## src/pbvp_pkg.sv

```systemverilog
// Shared types and constants for the particle field gather and velocity push block.
`timescale 1ns / 1ps
`default_nettype none
package pbvp_pkg;

  // Command codes.
  localparam logic CMD_WRITE = 1'b0;
  localparam logic CMD_PUSH  = 1'b1;

  // Configuration register indexes.
  localparam logic [1:0] REG_X_SCALE     = 2'd0;
  localparam logic [1:0] REG_Y_SCALE     = 2'd1;
  localparam logic [1:0] REG_GRID_WIDTH  = 2'd2;
  localparam logic [1:0] REG_GRID_HEIGHT = 2'd3;

  // One classified request as it waits between the front and the back.
  typedef struct packed {
    logic        is_push;
    logic        write_ok;
    logic [6:0]  x_lo;
    logic [6:0]  x_hi;
    logic [6:0]  y_lo;
    logic [6:0]  y_hi;
    logic [15:0] wx;
    logic [15:0] wy;
    logic        oog;
    logic        last;
    logic [31:0] word0;
    logic [31:0] word1;
  } pbvp_entry_t;

  // Per-request data that rides along the arithmetic pipeline.
  typedef struct packed {
    logic        valid;
    logic        oog;
    logic        last;
    logic [15:0] wx;
    logic [15:0] wy;
    logic [31:0] vx;
    logic [31:0] vy;
  } pbvp_meta_t;

endpackage
`default_nettype wire

```

## src/pbvp_front.sv

```systemverilog
// Front end: accepts requests and classifies them into queue entries.
`timescale 1ns / 1ps
`default_nettype none
module pbvp_front #(
  parameter int GRID_X_MAX = 64,
  parameter int GRID_Y_MAX = 64
) (
  input  wire logic               start,
  input  wire logic               queue_full,
  input  wire logic               command,
  input  wire logic [5:0]         cell_x,
  input  wire logic [5:0]         cell_y,
  input  wire logic [31:0]        field_x_value,
  input  wire logic [31:0]        field_y_value,
  input  wire logic [21:0]        pos_x,
  input  wire logic [21:0]        pos_y,
  input  wire logic [31:0]        old_vx,
  input  wire logic [31:0]        old_vy,
  input  wire logic               last_particle,
  input  wire logic [6:0]         grid_width,
  input  wire logic [6:0]         grid_height,
  output logic                    push,
  output pbvp_pkg::pbvp_entry_t   entry
);

  logic [6:0] w_eff;
  logic [6:0] h_eff;
  logic [6:0] xl;
  logic [6:0] yl;

  // Clamp the grid size in use to at least 2 and to the storage that exists.
  always_comb begin
    if (grid_width < 7'd2) begin
      w_eff = 7'd2;
    end else if (int'(grid_width) > GRID_X_MAX) begin
      w_eff = 7'(GRID_X_MAX);
    end else begin
      w_eff = grid_width;
    end
    if (grid_height < 7'd2) begin
      h_eff = 7'd2;
    end else if (int'(grid_height) > GRID_Y_MAX) begin
      h_eff = 7'(GRID_Y_MAX);
    end else begin
      h_eff = grid_height;
    end
  end

  assign push = start && !queue_full;
  assign xl = {1'b0, pos_x[21:16]};
  assign yl = {1'b0, pos_y[21:16]};

  // Build the entry; a write reuses the index and word slots.
  always_comb begin
    entry = '0;
    entry.is_push = (command == pbvp_pkg::CMD_PUSH);
    entry.last = last_particle;
    if (command == pbvp_pkg::CMD_PUSH) begin
      entry.x_lo = xl;
      entry.y_lo = yl;
      entry.x_hi = (xl + 7'd1 == w_eff) ? 7'd0 : xl + 7'd1;
      entry.y_hi = (yl + 7'd1 == h_eff) ? 7'd0 : yl + 7'd1;
      entry.wx = pos_x[15:0];
      entry.wy = pos_y[15:0];
      entry.oog = (xl >= w_eff) || (yl >= h_eff);
      entry.word0 = old_vx;
      entry.word1 = old_vy;
    end else begin
      entry.x_lo = {1'b0, cell_x};
      entry.y_lo = {1'b0, cell_y};
      entry.write_ok = (int'(cell_x) < GRID_X_MAX) && (int'(cell_y) < GRID_Y_MAX);
      entry.word0 = field_x_value;
      entry.word1 = field_y_value;
    end
  end

endmodule
`default_nettype wire

```

## config.mk

```make
export PLATFORM = sky130hd
export DESIGN_NAME = pbvp_front
export DESIGN_NICKNAME = d
export VERILOG_FILES = /design/src/pbvp_pkg.sv /design/src/pbvp_front.sv
export SDC_FILE = /design/constraint.sdc
export NUM_CORES = 1
export LEC_CHECK = 0
export BUFFER_PORTS_ARGS = -buffer_cell sky130_fd_sc_hd__clkbuf_2
export CAP_MARGIN = 20
export CORE_AREA = 2 2 130 132
export DETAILED_ROUTE_END_ITERATION = 10
export DIE_AREA = 0 0 132 134
export GPL_TIMING_DRIVEN = 0
export PLACE_DENSITY = 0.48
export SLEW_MARGIN = 20
export SYNTH_ARGS = -nofsm -noshare
export SYNTH_HDL_FRONTEND = slang
export SYNTH_SLANG_ARGS = --single-unit
```

## constraint.sdc

```tcl
create_clock -name vclk -period 4
set_input_delay 0 -clock vclk [all_inputs]
set_output_delay 0 -clock vclk [all_outputs]
set_load 0.02 [all_outputs]
```

Word level (Yosys, flattened, before mapping)
Index checks and enable logic that the tools add are counted.
{"block": "totals", "inputBits": 202, "reg_bits": 0, "output_inout_bits": 129, "word_cells": 25}
{"block": "classes", "reduce_logical": 3, "eq_ne": 2, "muxes": 12, "add_sub_neg": 2, "order_cmp": 6}
{"op": "64-bit 2-to-1 mux", "count": 1}
{"op": "7-bit 2-to-1 mux", "count": 7}
{"op": "40-bit 2-to-1 mux", "count": 1}
{"op": "6-bit by 1-bit adder with 7-bit output (second input constant)", "count": 2}
{"op": "7-bit == test", "count": 2}
{"op": "6-bit by 7-bit greater-or-equal comparator with 1-bit output", "count": 2}
{"op": "7-bit greater-than comparator (second input constant)", "count": 2}
{"op": "7-bit by 2-bit < comparator with 1-bit output (second input constant)", "count": 2}
{"op": "6-bit 2-to-1 mux", "count": 2}
{"op": "1-bit logical AND", "count": 1}
{"op": "1-bit zero test", "count": 1}
{"op": "1-bit logical OR", "count": 1}
{"op": "1-bit 2-to-1 mux", "count": 1}

Logic depth before layout (Yosys ltp)
{"block": "depth", "depth_word": 6, "depth_mapped": 10, "mapped_depth_nobuf": 10}

Least setup slack after synthesis
No wires, ideal clock.
{"block": "synth_path", "path_kind": "input port to output port", "from": "input grid_width[5]", "to": "output entry[113] (netlist bit)", "stages": 8, "setup_slack_ps": 2023, "arrival_ps": 1977, "t_required_ps": 4000, "n_path_buf": 0, "cell_sequence": "nor4_4 -> or2b_1 -> and3_1 -> ha_1 -> a221o_1 -> o41ai_2 -> o21ai_1 -> and2_1"}
{"element": "start: declaration", "line": "pbvp_front.sv:20", "rtl": "input wire logic [6:0] grid_width,"}
{"element": "end: declaration", "line": "pbvp_front.sv:23", "rtl": "output pbvp_pkg::pbvp_entry_t entry"}

==> results.cfg <==
[outcome]
status = completed

[worst_setup_path]
worstPathRequired_ns = 4.00
worstSetupEndpoint = entry[116]
crit_path_end_kind = primary output
cp_max_fo = 4
crit_type = in -> out
critPathLaunchType = primary input
crit_arrival_ns = 2.46
cp-startpoint = grid_width[3]

[yosys]
ys_seq_area_share_pct = 0
yosysTopAreaCellShare_pct = 43.07
synthTopCellsByArea = mux2_2 43%, and2_1 11%, ha_1 8.8%
syn_inst = 246
synth.top_cells.by_count = 76 x mux2_2, 34 x and2_1, 14 x ha_1
netlist_area_um2 = 1987
syn_area_per_cell_um2 = 8.077
yosysTopAreaCell = mux2_2
yosys_warnings = 0
synth.distinct_cells = 42
synthMostInstantiatedCell = mux2_2

[timing]
clock.fmax_mhz = 407.2
report.final.slew_viol_count = 0
hold_viol = 0
tns_ns = 0
timing.hold.ws_ns = 0.2258
worstMarginPinSlew_ns = 0.6528
rsz0062_at_grt = no
slew-limit-headroom_pct = 56.48
setup_viol = 0
fin_crit_sh_pct = 61.39
period_needed_ns = 2.456

[routing]
drt-pass1-iter-count = 4
route.vias.total = 3041
drtAntennaViolNets = 0
post_drt_wl_per_cell_um = 15.33
drc_errors = 0
finalWirelength_mm = 12.19
vias_per_cell = 3.825
first_iter_violations = 37

[finish]
syn_to_final_growth_pct = 96.54
nClkBuffers = 0
num-nets-final = 792
regArea_um2 = 0
final_util_pct = 23.97
layout-drive-gt1-share_pct = 71.60
nFlopsAndLatches = 0

[floorplan]
row_count = 47
ios = 331
initial_core_util_pct = 12.20
dieWidth_um = 132
die_height_um = 134
core_um2 = 16290
dieArea_um2 = 17690

[grt]
overflow = 0
first_global_vias = 2859
use_met1_pct = 13.94
grt_max_degree = 11
grt_antenna_before_repair = 1
track_usage_pct = 12.45
use_met2_pct = 24.28
grt_pass1_wl_mm = 17.23
grt-busiest-layer = met2
met3_usage_pct = 3.364

[placement]
portBuffers = 327
gp_congestion = 0.7656
dp_hpwl_mm = 11.23

[power_and_ir_drop]
powerDensity_nw_per_um2 = 132.3
ir_drop_mv = 0.04792
finalPower_uw = 516.8
power_leakage_uw = 0.002183

[job]
maxCapViolCount = 0

[cts]
post_cts_resized = 0
ctsHoldBuffers = 0
cts_setup_buffers = 0

[hold_path]
hold_path_class = in -> out
## cell usage in the layout, fill, tap and decap left out, drive strengths merged, types with 2 or more instances in the layout
| master | count |
|---|---|
| o21ai | 3 |
| inv | 6 |
| conb | 2 |
| o21a | 3 |
| a31oi | 3 |
| nor2b | 4 |
| nand2 | 9 |
| and2 | 34 |
| a21oi | 9 |
| mux2i | 2 |
| nor2 | 11 |
| clkbuf | 336 |
| ha | 14 |
| buf | 8 |
| and3 | 10 |
| xnor2 | 3 |
| nand3 | 9 |
| a211oi | 3 |
| xor2 | 6 |
| nand2b | 4 |
| o2111ai | 2 |
| mux2 | 76 |
| nor4 | 2 |
## report_power, final
group          total, µW  switching [µW]  internal (µW)
registers              0               0              0
logic                517             286            230
clock network  0.0000339               0      0.0000339
## worst max-delay path, stage by stage
cell	delay (ns)
clkbuf_2	0.14
nor4_4	0.33
or2b_1	0.25
and3_1	0.19
ha_1	0.28
a221o_1	0.29
o41ai_2	0.45
o21a_1	0.27
nor2_1	0.08
clkbuf_2	0.17
## cell families (layout without fill, tap and decap cells)
| family | after synthesis | in the layout | synth area share, % |
|---|---|---|---|
| other cells | 1 | 3 | 0.1887 |
| simple gates | 88 | 88 | 25.44 |
| fa+ha+maj | 14 | 14 | 8.816 |
| xor+xnor | 10 | 10 | 5.101 |
| buf+inv | 24 | 351 | 5.289 |
| compound gates | 31 | 31 | 11.08 |
| mux | 78 | 78 | 44.08 |
## final cells by class
class	count	area, µm²
Timing Repair Buffer	327	1637
Multi-Input combinational cell	223	1886
Inverter	7	26.28
Buffer	17	78.83
Tap cell	220	275.3
Antenna cell	1	2.502
Fill cell	1871	12380
## worst min-delay path by stage
stage                  start  cells past startpoint  slack (ns)        end
6_report       last_particle                      2        0.23  entry[64]
4_1_cts        last_particle                      2        0.23  entry[64]
3_5_place_dp   last_particle                      2        0.23  entry[64]
3_3_place_gp   last_particle                      2        0.23  entry[64]
5_1_grt        last_particle                      2        0.24  entry[64]
2_1_floorplan     queue_full                      1        0.08       push
## per-stage QoR
step | setup slack (ns) | std cells | area (µm²)
2_1_floorplan | 2.023 | 247 | 1991
3_3_place_gp | 1.542 | 794 | 3902
3_5_place_dp | 1.567 | 794 | 3902
4_1_cts | 1.538 | 794 | 3902
5_1_grt | 1.444 | 795 | 3905
6_report | 1.544 | 795 | 3905
## metal layers
metal / routed length (µm) / up-vias
met5: 0 / -
met4: 0 / 0
met3: 1130 / 0
met2: 6510 / 169
met1: 4550 / 1326
li1: - / 1546
Note: power is estimated with default switching activity, not from simulation.
