===== src/pbvp_pkg.sv =====
// Shared types and constants for the particle field gather and velocity push block.
`timescale 1ns / 1ps
`default_nettype none
package pbvp_pkg;

  // Command codes.
  localparam logic CMD_WRITE = 1'b0;
  localparam logic CMD_PUSH  = 1'b1;

  // Configuration register indexes.
  localparam logic [1:0] REG_X_SCALE     = 2'd0;
  localparam logic [1:0] REG_Y_SCALE     = 2'd1;
  localparam logic [1:0] REG_GRID_WIDTH  = 2'd2;
  localparam logic [1:0] REG_GRID_HEIGHT = 2'd3;

  // One classified request as it waits between the front and the back.
  typedef struct packed {
    logic        is_push;
    logic        write_ok;
    logic [6:0]  x_lo;
    logic [6:0]  x_hi;
    logic [6:0]  y_lo;
    logic [6:0]  y_hi;
    logic [15:0] wx;
    logic [15:0] wy;
    logic        oog;
    logic        last;
    logic [31:0] word0;
    logic [31:0] word1;
  } pbvp_entry_t;

  // Per-request data that rides along the arithmetic pipeline.
  typedef struct packed {
    logic        valid;
    logic        oog;
    logic        last;
    logic [15:0] wx;
    logic [15:0] wy;
    logic [31:0] vx;
    logic [31:0] vy;
  } pbvp_meta_t;

endpackage
`default_nettype wire


===== src/pbvp_queue.sv =====
// Two-entry queue between the front end and the back end.
`timescale 1ns / 1ps
`default_nettype none
module pbvp_queue (
  input  wire logic                  clk,
  input  wire logic                  rst,
  input  wire logic                  push,
  input  wire pbvp_pkg::pbvp_entry_t push_entry,
  input  wire logic                  pop,
  output pbvp_pkg::pbvp_entry_t      head,
  output logic                       empty,
  output logic                       full
);

  pbvp_pkg::pbvp_entry_t slots [2];
  logic       wr_ptr;
  logic       rd_ptr;
  logic [1:0] count;

  assign empty = (count == 2'd0);
  assign full  = (count == 2'd2);
  assign head  = slots[rd_ptr];

  // Pointer and occupancy bookkeeping.
  always_ff @(posedge clk) begin
    if (rst) begin
      wr_ptr <= 1'b0;
      rd_ptr <= 1'b0;
      count  <= 2'd0;
    end else begin
      if (push) begin
        wr_ptr <= ~wr_ptr;
      end
      if (pop && !empty) begin
        rd_ptr <= ~rd_ptr;
      end
      count <= count + {1'b0, push} - {1'b0, pop && !empty};
    end
  end

  // Entry storage.
  always_ff @(posedge clk) begin
    if (push) begin
      slots[wr_ptr] <= push_entry;
    end
  end

endmodule
`default_nettype wire


===== config.mk =====
export PLATFORM = sky130hd
export DESIGN_NAME = pbvp_queue
export DESIGN_NICKNAME = d
export VERILOG_FILES = /design/src/pbvp_pkg.sv /design/src/pbvp_queue.sv
export SDC_FILE = /design/constraint.sdc
export NUM_CORES = 1
export LEC_CHECK = 0
export ABC_AREA = 1
export BUFFER_PORTS_ARGS = -buffer_cell sky130_fd_sc_hd__buf_4
export CORE_AREA = 8 8 175 177
export DETAILED_ROUTE_END_ITERATION = 8
export DIE_AREA = 0 0 183 185
export HOLD_SLACK_MARGIN = 0.12
export PLACE_DENSITY = 0.54
export RECOVER_POWER = 25
export SYNTH_ARGS = -nofsm -noshare
export SYNTH_HDL_FRONTEND = slang
export SYNTH_SLANG_ARGS = --single-unit

===== constraint.sdc =====
create_clock -name clk -period 8.8 [get_ports clk]
set_input_delay 1.32 -clock clk [delete_from_list [all_inputs] [get_ports clk]]
set_output_delay 1.32 -clock clk [all_outputs]
set_load 0.02 [all_outputs]

After elaboration in Yosys (flattened, before gate mapping). Memory sizes are Yosys's and may differ from the RTL's. A register that Yosys moved wholly into a read port is not among the register bits. Cells that the tools add are included. Widths: inputs -> output; s select.

Flip-flop bits (word level): 4. Bits in writable memories: 256. Output and inout port bits: 130. Memories: 1.

Add/sub/neg operators: 2. Equal/unequal tests: 1. Mux-type cells: 4. Bitwise logic cells: 2. Reduce and logical (&&, ||, !) cells: 3.

Memories: slots (depth 2, bits a word 128, rd ports 1, clocked after memory_dff 1, write ports 1, line pbvp_queue.sv:15) `pbvp_pkg::pbvp_entry_t slots [2];`.

Operator list (count): $mux 1 (4); $add 2x1->2 (1); $eq 2x2->1 const B (1); $logic_not 2->1 (1); $not 1->1 (2); $sub 2x1->2 (1); $logic_and 1x1->1 (1); $logic_not 1->1 (1).

Depth between registers and ports, before layout. Gate-level depths: netlist of run 1.

Depth in word-level cells: 5. Mapped depth: 10. Mapped depth without buffers: 10.

Least setup slack after synthesis of run 1. No wires, ideal clock.

Kind: input to register. Start: input port push. End: memory slots[0][0] (netlist name), enable pin. Arrival: 6.714 ns. Data required time: 8.180 ns. Path slack: 1.466 ns. Stages on the path: 2. Path buffers: 0. Cells stage by stage: inv_1 > nor2_1.

Longest elaborated chain between the ends: 2.

Ends and longest elaborated chain: from (decl) (line pbvp_queue.sv:7) `input wire logic push,`; $mux 1 (line pbvp_queue.sv:43) `if (push) begin`; $mux 1 (implied by the code) (line pbvp_queue.sv:44) `slots[wr_ptr] <= push_entry;`; to (decl) (line pbvp_queue.sv:15).

Every way passes these cells.

==> results of run 1 <==
-- critical path: cells and delay by family, from the launching register on --
kind                   cells  cell delay, ns
buffers and inverters      2            0.95
flip-flops                 1            0.87
multiplexers               1            0.44
-- flip-flops by register name, summed over array words and instances (netlist names), named ones only --
register / cells
count: 2
rd_ptr: 1
slots: 256
wr_ptr: 1
-- where the power goes --
| part | internal, mW | switching [mW] | total [mW] |
|---|---|---|---|
| clock | 0.685 | 0.442 | 1.13 |
| combinational | 0.333 | 0.364 | 0.697 |
| sequential | 1.45 | 0.0491 | 1.50 |
| total | 2.46 | 0.855 | 3.32 |
-- cell usage after synthesis (all sizes together) --
cell | n | area (um2)
dfxtp | 5 | 100
ha | 2 | 25.0
inv | 9 | 33.8
nor3 | 1 | 5.00
nand2 | 6 | 22.5
buf | 6 | 67.6
edfxtp | 256 | 7690
clkbuf | 8 | 110
nand3 | 2 | 10.0
nor2 | 10 | 37.5
a21oi | 1 | 5.00
mux2 | 128 | 1440
-- through the flow --
stage / area [um2] / util (%) / total power, mW / cells
floorplan: 9550 / - / 1.96 / 434
CTS: 12700 / 45.4 / 3.39 / 1119
finish: 12600 / 45.0 / 3.32 / 1119
global route: 12600 / 45.0 / 3.47 / 1119
global placement: 11900 / 42.2 / 2.23 / 1069
detailed placement: 11900 / 42.2 / 2.24 / 1069
-- cell families after synthesis --
group,Yosys count,share of synthesized area [%]
adder cells (fa/ha/maj),2,0.262
buffers and inverters,23,2.22
AND/OR/NAND/NOR,19,0.786
AO/OA/AOI/OAI,1,0.0524
multiplexers,128,15.1
flip-flops,261,81.6
-- cells in the final DEF (no fill, tap or decap), types with 4 or more instances in the layout --
cell type	n
clkbuf_1	36
edfxtp_1	256
nor2_1	9
inv_1	8
clkbuf_4	55
buf_4	180
nand2_1	6
clkinv_2	5
mux2_2	128
clkbuf_8	4
dfxtp_1	4
clkbuf_16	27
-- layer usage --
layer	vias to the layer above	global-route usage (%)
li1	2272	-
met1	2412	13.9
met2	179	20.2
met3	33	4.02
met4	0	3.38
met5	-	0
-- cell type report --
type / count / area (um2) / share of cell area (%)
well taps: 384 / 480 / 3.80
inverters: 9 / 38.8 / 0.307
repair buffers: 265 / 1880 / 14.9
multi-input cells: 150 / 1550 / 12.3
flip-flops and latches: 261 / 7790 / 61.7
clock buffers: 37 / 753 / 5.96
clock inverters: 13 / 143 / 1.13
-- worst max path at each step --
| stage | start | to | slack, ns | cells past startpoint |
|---|---|---|---|---|
| final | flop | head[38] | 4.60 | 3 |
| after global routing | flop | head[38] | 4.37 | 3 |
| after CTS | flop | head[38] | 4.47 | 3 |
| after detailed placement | flop | head[38] | 5.06 | 3 |
| after global placement | flop | head[38] | 5.09 | 3 |
| after floorplan | push | slots[0][0] | 1.47 | 2 |
==> impl_results.md, run 1 <==
- Final ANT Viol Nets: 0
- Final WS setup: ~4.6 ns
- DRT Pass-1 Iters: 6
- HP Class: reg2reg
- Required time worst endpoint: roughly 7.5 ns
- First-pass GRT wire length: roughly 31000 um
- Remaining Overflow, GRT: 0
- R2r worst-path depth: 3
- Effective utilization at floorplan: between 30% and 40%
- Share of post-route cells with drive strength above 1: between 50 and 60%
- Crit Path Max Fanout: 66
- Full die area: about 0.034 mm2
- Hold Path Depth: 2
- Slew of the pin with the lowest slew margin: 0.945 ns
- Startpoint types: flop
- P_leak: 4.61 nW
- Max-Cap Viols: 0
- Status: finished, final reports clean
- Max incr delay on CP: between 0.8 and 0.9 ns
- Synth-to-layout area growth: 32.4%
- Final HPWL DP: approximately 14000 um
- Worst path slowest cell: dfxtp_4
- TritonCTS clock tree: done
- RR Endpoint: slots[1][92]
- Hold Path End: rd_ptr
- H-tree depth: 1
- Row count: 62
- # setup viols final: 0
- Number of distinct library cells after synthesis: 12
- Synth warn: 0
- Port buffer count: ~260
- Synth Instances: around 430
- Worst r2r src: wr_ptr
- Clock buffer depth: 3
- Setup Fix Bufs, Post-CTS: 0
- PD cells: between 200 and 300 mW/mm2
- Die Span X: ~180 um
- DIE HEIGHT: 185 um
- Placeable Area: 0.0281 mm2
- Mapped Area: between 0.009 and 0.01 mm2
- Post-Place Worst Slack: just over 5 ns
- Clock Skew: about 0.020 ns
- RePlAce Congestion: slightly below 0.7
- Highest Signal Layer: met4
- Largest net degree at the start of global routing: 67
- Final hold viol count: 0
- Setup TNS: 0 ns
- Slew headroom: 37.0%
- WL met3: about 1700 um
- Min-delay src: rd_ptr
- Post-CTS Hold Fix Bufs: 0
- FMAX: 0.238 GHz
- Syn Area/Cell: around 22 um2
- Max VDD drop: ~0.17 mV
- Num CTS Buffers: 27
- Worst-path cell chain: buf_4 > mux2_2 > buf_4
- Post-CTS sizing: 0
- Clock transition at path regs: roughly 0.060 ns
- Initial antenna violation count: 0
- Vias in the first global route: between 5000 and 6000
- Setup CP Type: reg2out
- Drt wl/cell: 18.5 um
- Fin nets: around 850
- Number of diodes: 0
- Sequential area share after synthesis: between 80% and 90%
- # DRC: 0
- Ports: roughly 260
- Met2 wire len: 10300 um
- FF-to-FF setup slack: around 6.5 ns
- Crit path time final: roughly 4.2 ns
- Sink Count: 261
- Post-Syn Nets: between 500 and 600
- Fillcell total: around 2500
- Critical path arrival: between 2 and 3 ns
- Crit. End Element: primary output
- Worst hold slack: approximately 0.51 ns
- Most Frequent Cell on Critical Path: buf_4
- Post-synthesis register bit count: 261
- Vias per inst: 4.38
- Share of the clock period used by the worst path: a little under half
- Via Count: between 4000 and 5000
- Clk Latency, worst-skew pair: about 0.53 ns
- Total routed wirelength: around 21000 um
- First DRT Iteration DRCs: between 150 and 200
- Fin. max-slew vios: 0
- Root Buffer: clkbuf_16
- RSZ-0062 raised after global routing: no
- M1 WL: between 8000 and 9000 um
- Total GRT Usage: between 10% and 20%
(Power assumes the default switching activity.)
==> inputs of run 2 (changes only) <==
--- a/config.mk
+++ b/config.mk
@@ -11,7 +11,7 @@
 export DETAILED_ROUTE_END_ITERATION = 8
 export DIE_AREA = 0 0 183 185
 export HOLD_SLACK_MARGIN = 0.12
-export PLACE_DENSITY = 0.54
+export PLACE_DENSITY = 0.57
 export RECOVER_POWER = 25
 export SYNTH_ARGS = -nofsm -noshare
 export SYNTH_HDL_FRONTEND = slang
==> constraint.sdc (replaced) <==
create_clock -name clk -period 3.75 [get_ports clk]
set_input_delay 0.5625 -clock clk [delete_from_list [all_inputs] [get_ports clk]]
set_output_delay 0.5625 -clock clk [all_outputs]
set_load 0.02 [all_outputs]
==> run 2 against run 1 <==
Via count grew 0.43%. Wire length rose by 0.83%. Largest cell class unchanged. Combinational power rose by 140%. Clock power increased by 140%. Sequential power increased by 130%. Hold slack got worse by 0.30 ns.
==> impl_results.md, run 2 (synthesis gave the netlist of run 1 again) <==
- Status: finished, final reports clean
- Crit. End Element: primary output
- Psw: 2.03 mW (+140%)
- Worst path top cell family by delay: flip-flops
- Hold Path End: count[0]
- HP Class: in2reg
- Vias per inst: 4.37 (about the same)
- Fin. max-slew vios: 0 (unchanged)
- Total routed wirelength: 20900 um (+0.83%)
- Slew of the pin with the lowest slew margin: 0.926 ns (-0.0192 ns)
- Placeable Area: 0.0281 mm2 (unchanged)
- Max-Cap Viols: 0 (unchanged)
- Max VDD drop: 0.374 mV (+120%)
- Biggest register: slots
- Crit Path Max Fanout: 67 (+1.5%)
- Num CTS Buffers: 29 (+7.4%)
- Full die area: 0.0339 mm2 (unchanged)
- Setup Fix Bufs, Post-CTS: 0 (unchanged)
- Design Area, Final: 0.0128 mm2 (+1.0%)
- Max incr delay on CP: 0.67 ns (-0.20 ns)
- RSZ-0062 raised after global routing: no
- FMAX: 0.354 GHz
- Fin nets: 852 (+0.47%)
- Share of the clock period used by the worst path: about three quarters
- Sink Count: 261 (unchanged)
- Util after Layout: 45.5% (+0.46 points)
- Via Count: 4917 (+0.43%)
- Setup CP Type: reg2out
- Final HPWL DP: 14400 um (+0.30%)
- Register area: 0.00779 mm2 (unchanged)
- Post-Place Worst Slack: 1.42 ns (-3.64 ns)
- Final WS setup: 0.929 ns (-3.67 ns)
- CP Depth: 3 (unchanged)
- Seq pwr share: 44.4% (-0.7 points)
- Switching power share of the total: 25.8% (+0.043 points)
- Initial antenna violation count: 2 (+2)
- Total GRT Usage: 11.8% (-0.038 points)
- First DRT Iteration DRCs: 207 (+21%)
- Fillcell total: 2459 (-1.0%)
- Row count: 62 (unchanged)
- Clk pwr share: 34.3% (+0.4 points)
- Comb pwr share: 21.4% (+0.4 points)
- Post-CTS sizing: 0 (unchanged)
- Largest net degree at the start of global routing: 68 (+1.5%)
- Internal: 5.83 mW (+140%)
- Effective utilization at floorplan: 34.0% (unchanged)
- Worst-path cell chain: buf_12 > mux2_2 > buf_4
- P_leak: 4.70 nW (+2.0%)
- Remaining Overflow, GRT: 0 (unchanged)
- Drt wl/cell: 18.6 um (+0.38%)
- Root Buffer: clkbuf_16
- DIE HEIGHT: 185 um (unchanged)
- Hold Path Depth: 2 (unchanged)
- Synth-to-layout area growth: 33.7%
- R2r worst-path depth: 3 (unchanged)
- Number of diodes: 0 (unchanged)
- Clk Latency, worst-skew pair: 0.53 ns (about the same)
- Pwr Total: 7.85 mW (+140%)
- Worst r2r src: wr_ptr
- H-tree depth: 1 (unchanged)
- Clock Skew: 0.00813 ns (-0.0119 ns)
- Worst path slowest cell: dfxtp_4
- Post-CTS Hold Fix Bufs: 0 (unchanged)
- CP bufs+invs: 2 (unchanged)
- Min-delay src: rst
- RePlAce Congestion: 0.720 (+5.6%)
- FF-to-FF setup slack: 1.90 ns (-4.60 ns)
- Clock transition at path regs: 0.06 ns (about the same)
- Port buffer count: 261 (unchanged)
- # setup viols final: 0 (unchanged)
- Vias in the first global route: 5532 (+0.42%)
- Crit path time final: 2.82 ns
- TritonCTS clock tree: done
- Required time worst endpoint: 3.19 ns (-4.29 ns)
- Share of post-route cells with drive strength above 1: 57.8% (+2.5 points)
- Most common cell after layout, fill and taps aside: edfxtp_1
- DRT Pass-1 Iters: 5 (-1)
- Setup TNS: 0 ns (unchanged)
- Clock buffer depth: 3 (unchanged)
- # DRC: 0 (unchanged)
- Final hold viol count: 0 (unchanged)
- Die Span X: 183 um (unchanged)
- PD cells: 615 mW/mm2 (+130%)
- Ports: 262 (unchanged)
- Slew headroom: 38.3% (+1.3 points)
- Startpoint types: flop
- Area of the multi-input gates: 0.00155 mm2 (unchanged)
- DP Area: 0.0119 mm2 (+0.32%)
- Critical path arrival: 2.26 ns (-0.62 ns)
- Regs by FF count: slots (256), count (2)
- RR Endpoint: slots[1][49]
- Final ANT Viol Nets: 0 (unchanged)
- Largest register FFs: 256 (unchanged)
- First-pass GRT wire length: 31200 um (-0.16%)
- Commonest non-fill, non-tap cells in the layout: edfxtp_1, buf_4, mux2_2, clkbuf_4, clkbuf_16
[run 2: changes by cell type in the layout (fill, tap and decap cells not counted), sizes merged]
cell	change
clkbuf	+3
buf	+3
inv	-1
bufinv	-1
clkinv	+1
[run 2: metal layers]
| layer | part of all wire, % | wire [um] | vias to the layer above | GRT usage [%] |
|---|---|---|---|---|
| li1 | - | - | 2272 | - |
| met1 | 39 | 8170 | 2422 | 13.3 |
| met2 | 50 | 10400 | 180 | 20.8 |
| met3 | 8.4 | 1750 | 39 | 4.34 |
| met4 | 2.6 | 534 | 4 | 3.12 |
| met5 | 0.13 | 27 | - | 0 |
[run 2: area by class of cell]
| cell class | instances | share of cell area [%] |
|---|---|---|
| Clock inverter | 12 | 0.853 |
| Tap cell | 384 | 3.76 |
| Clock buffer | 41 | 6.35 |
| Multi-Input combinational cell | 150 | 12.2 |
| Inverter | 9 | 0.284 |
| Sequential cell | 261 | 61.0 |
| Timing Repair Buffer | 267 | 15.5 |
[run 2: stage by stage]
step / instances / hold WS [ns]
2_1_floorplan: 434 / 0.467
3_3_place_gp: 1071 / 0.493
3_5_place_dp: 1071 / 0.508
4_1_cts: 1124 / 0.182
5_1_grt: 1124 / 0.198
6_report: 1124 / 0.216
[run 2: worst max path at each step]
stage | to | slack, ns
floorplan | slots[1][0] | 0.16
global placement | head[84] | 1.45
detailed placement | head[84] | 1.42
CTS | head[84] | 0.84
global route | head[84] | 0.81
finish | head[84] | 0.93
[run 2: power by group through the flow]
stage | registers [mW] | clock network, mW | logic, mW
3_3_place_gp | 3.54 | 0 | 1.69
5_1_grt | 3.50 | 2.88 | 1.79
6_report | 3.48 | 2.69 | 1.68
2_1_floorplan | 3.49 | 0 | 1.10
3_5_place_dp | 3.55 | 0 | 1.71
4_1_cts | 3.49 | 2.77 | 1.72
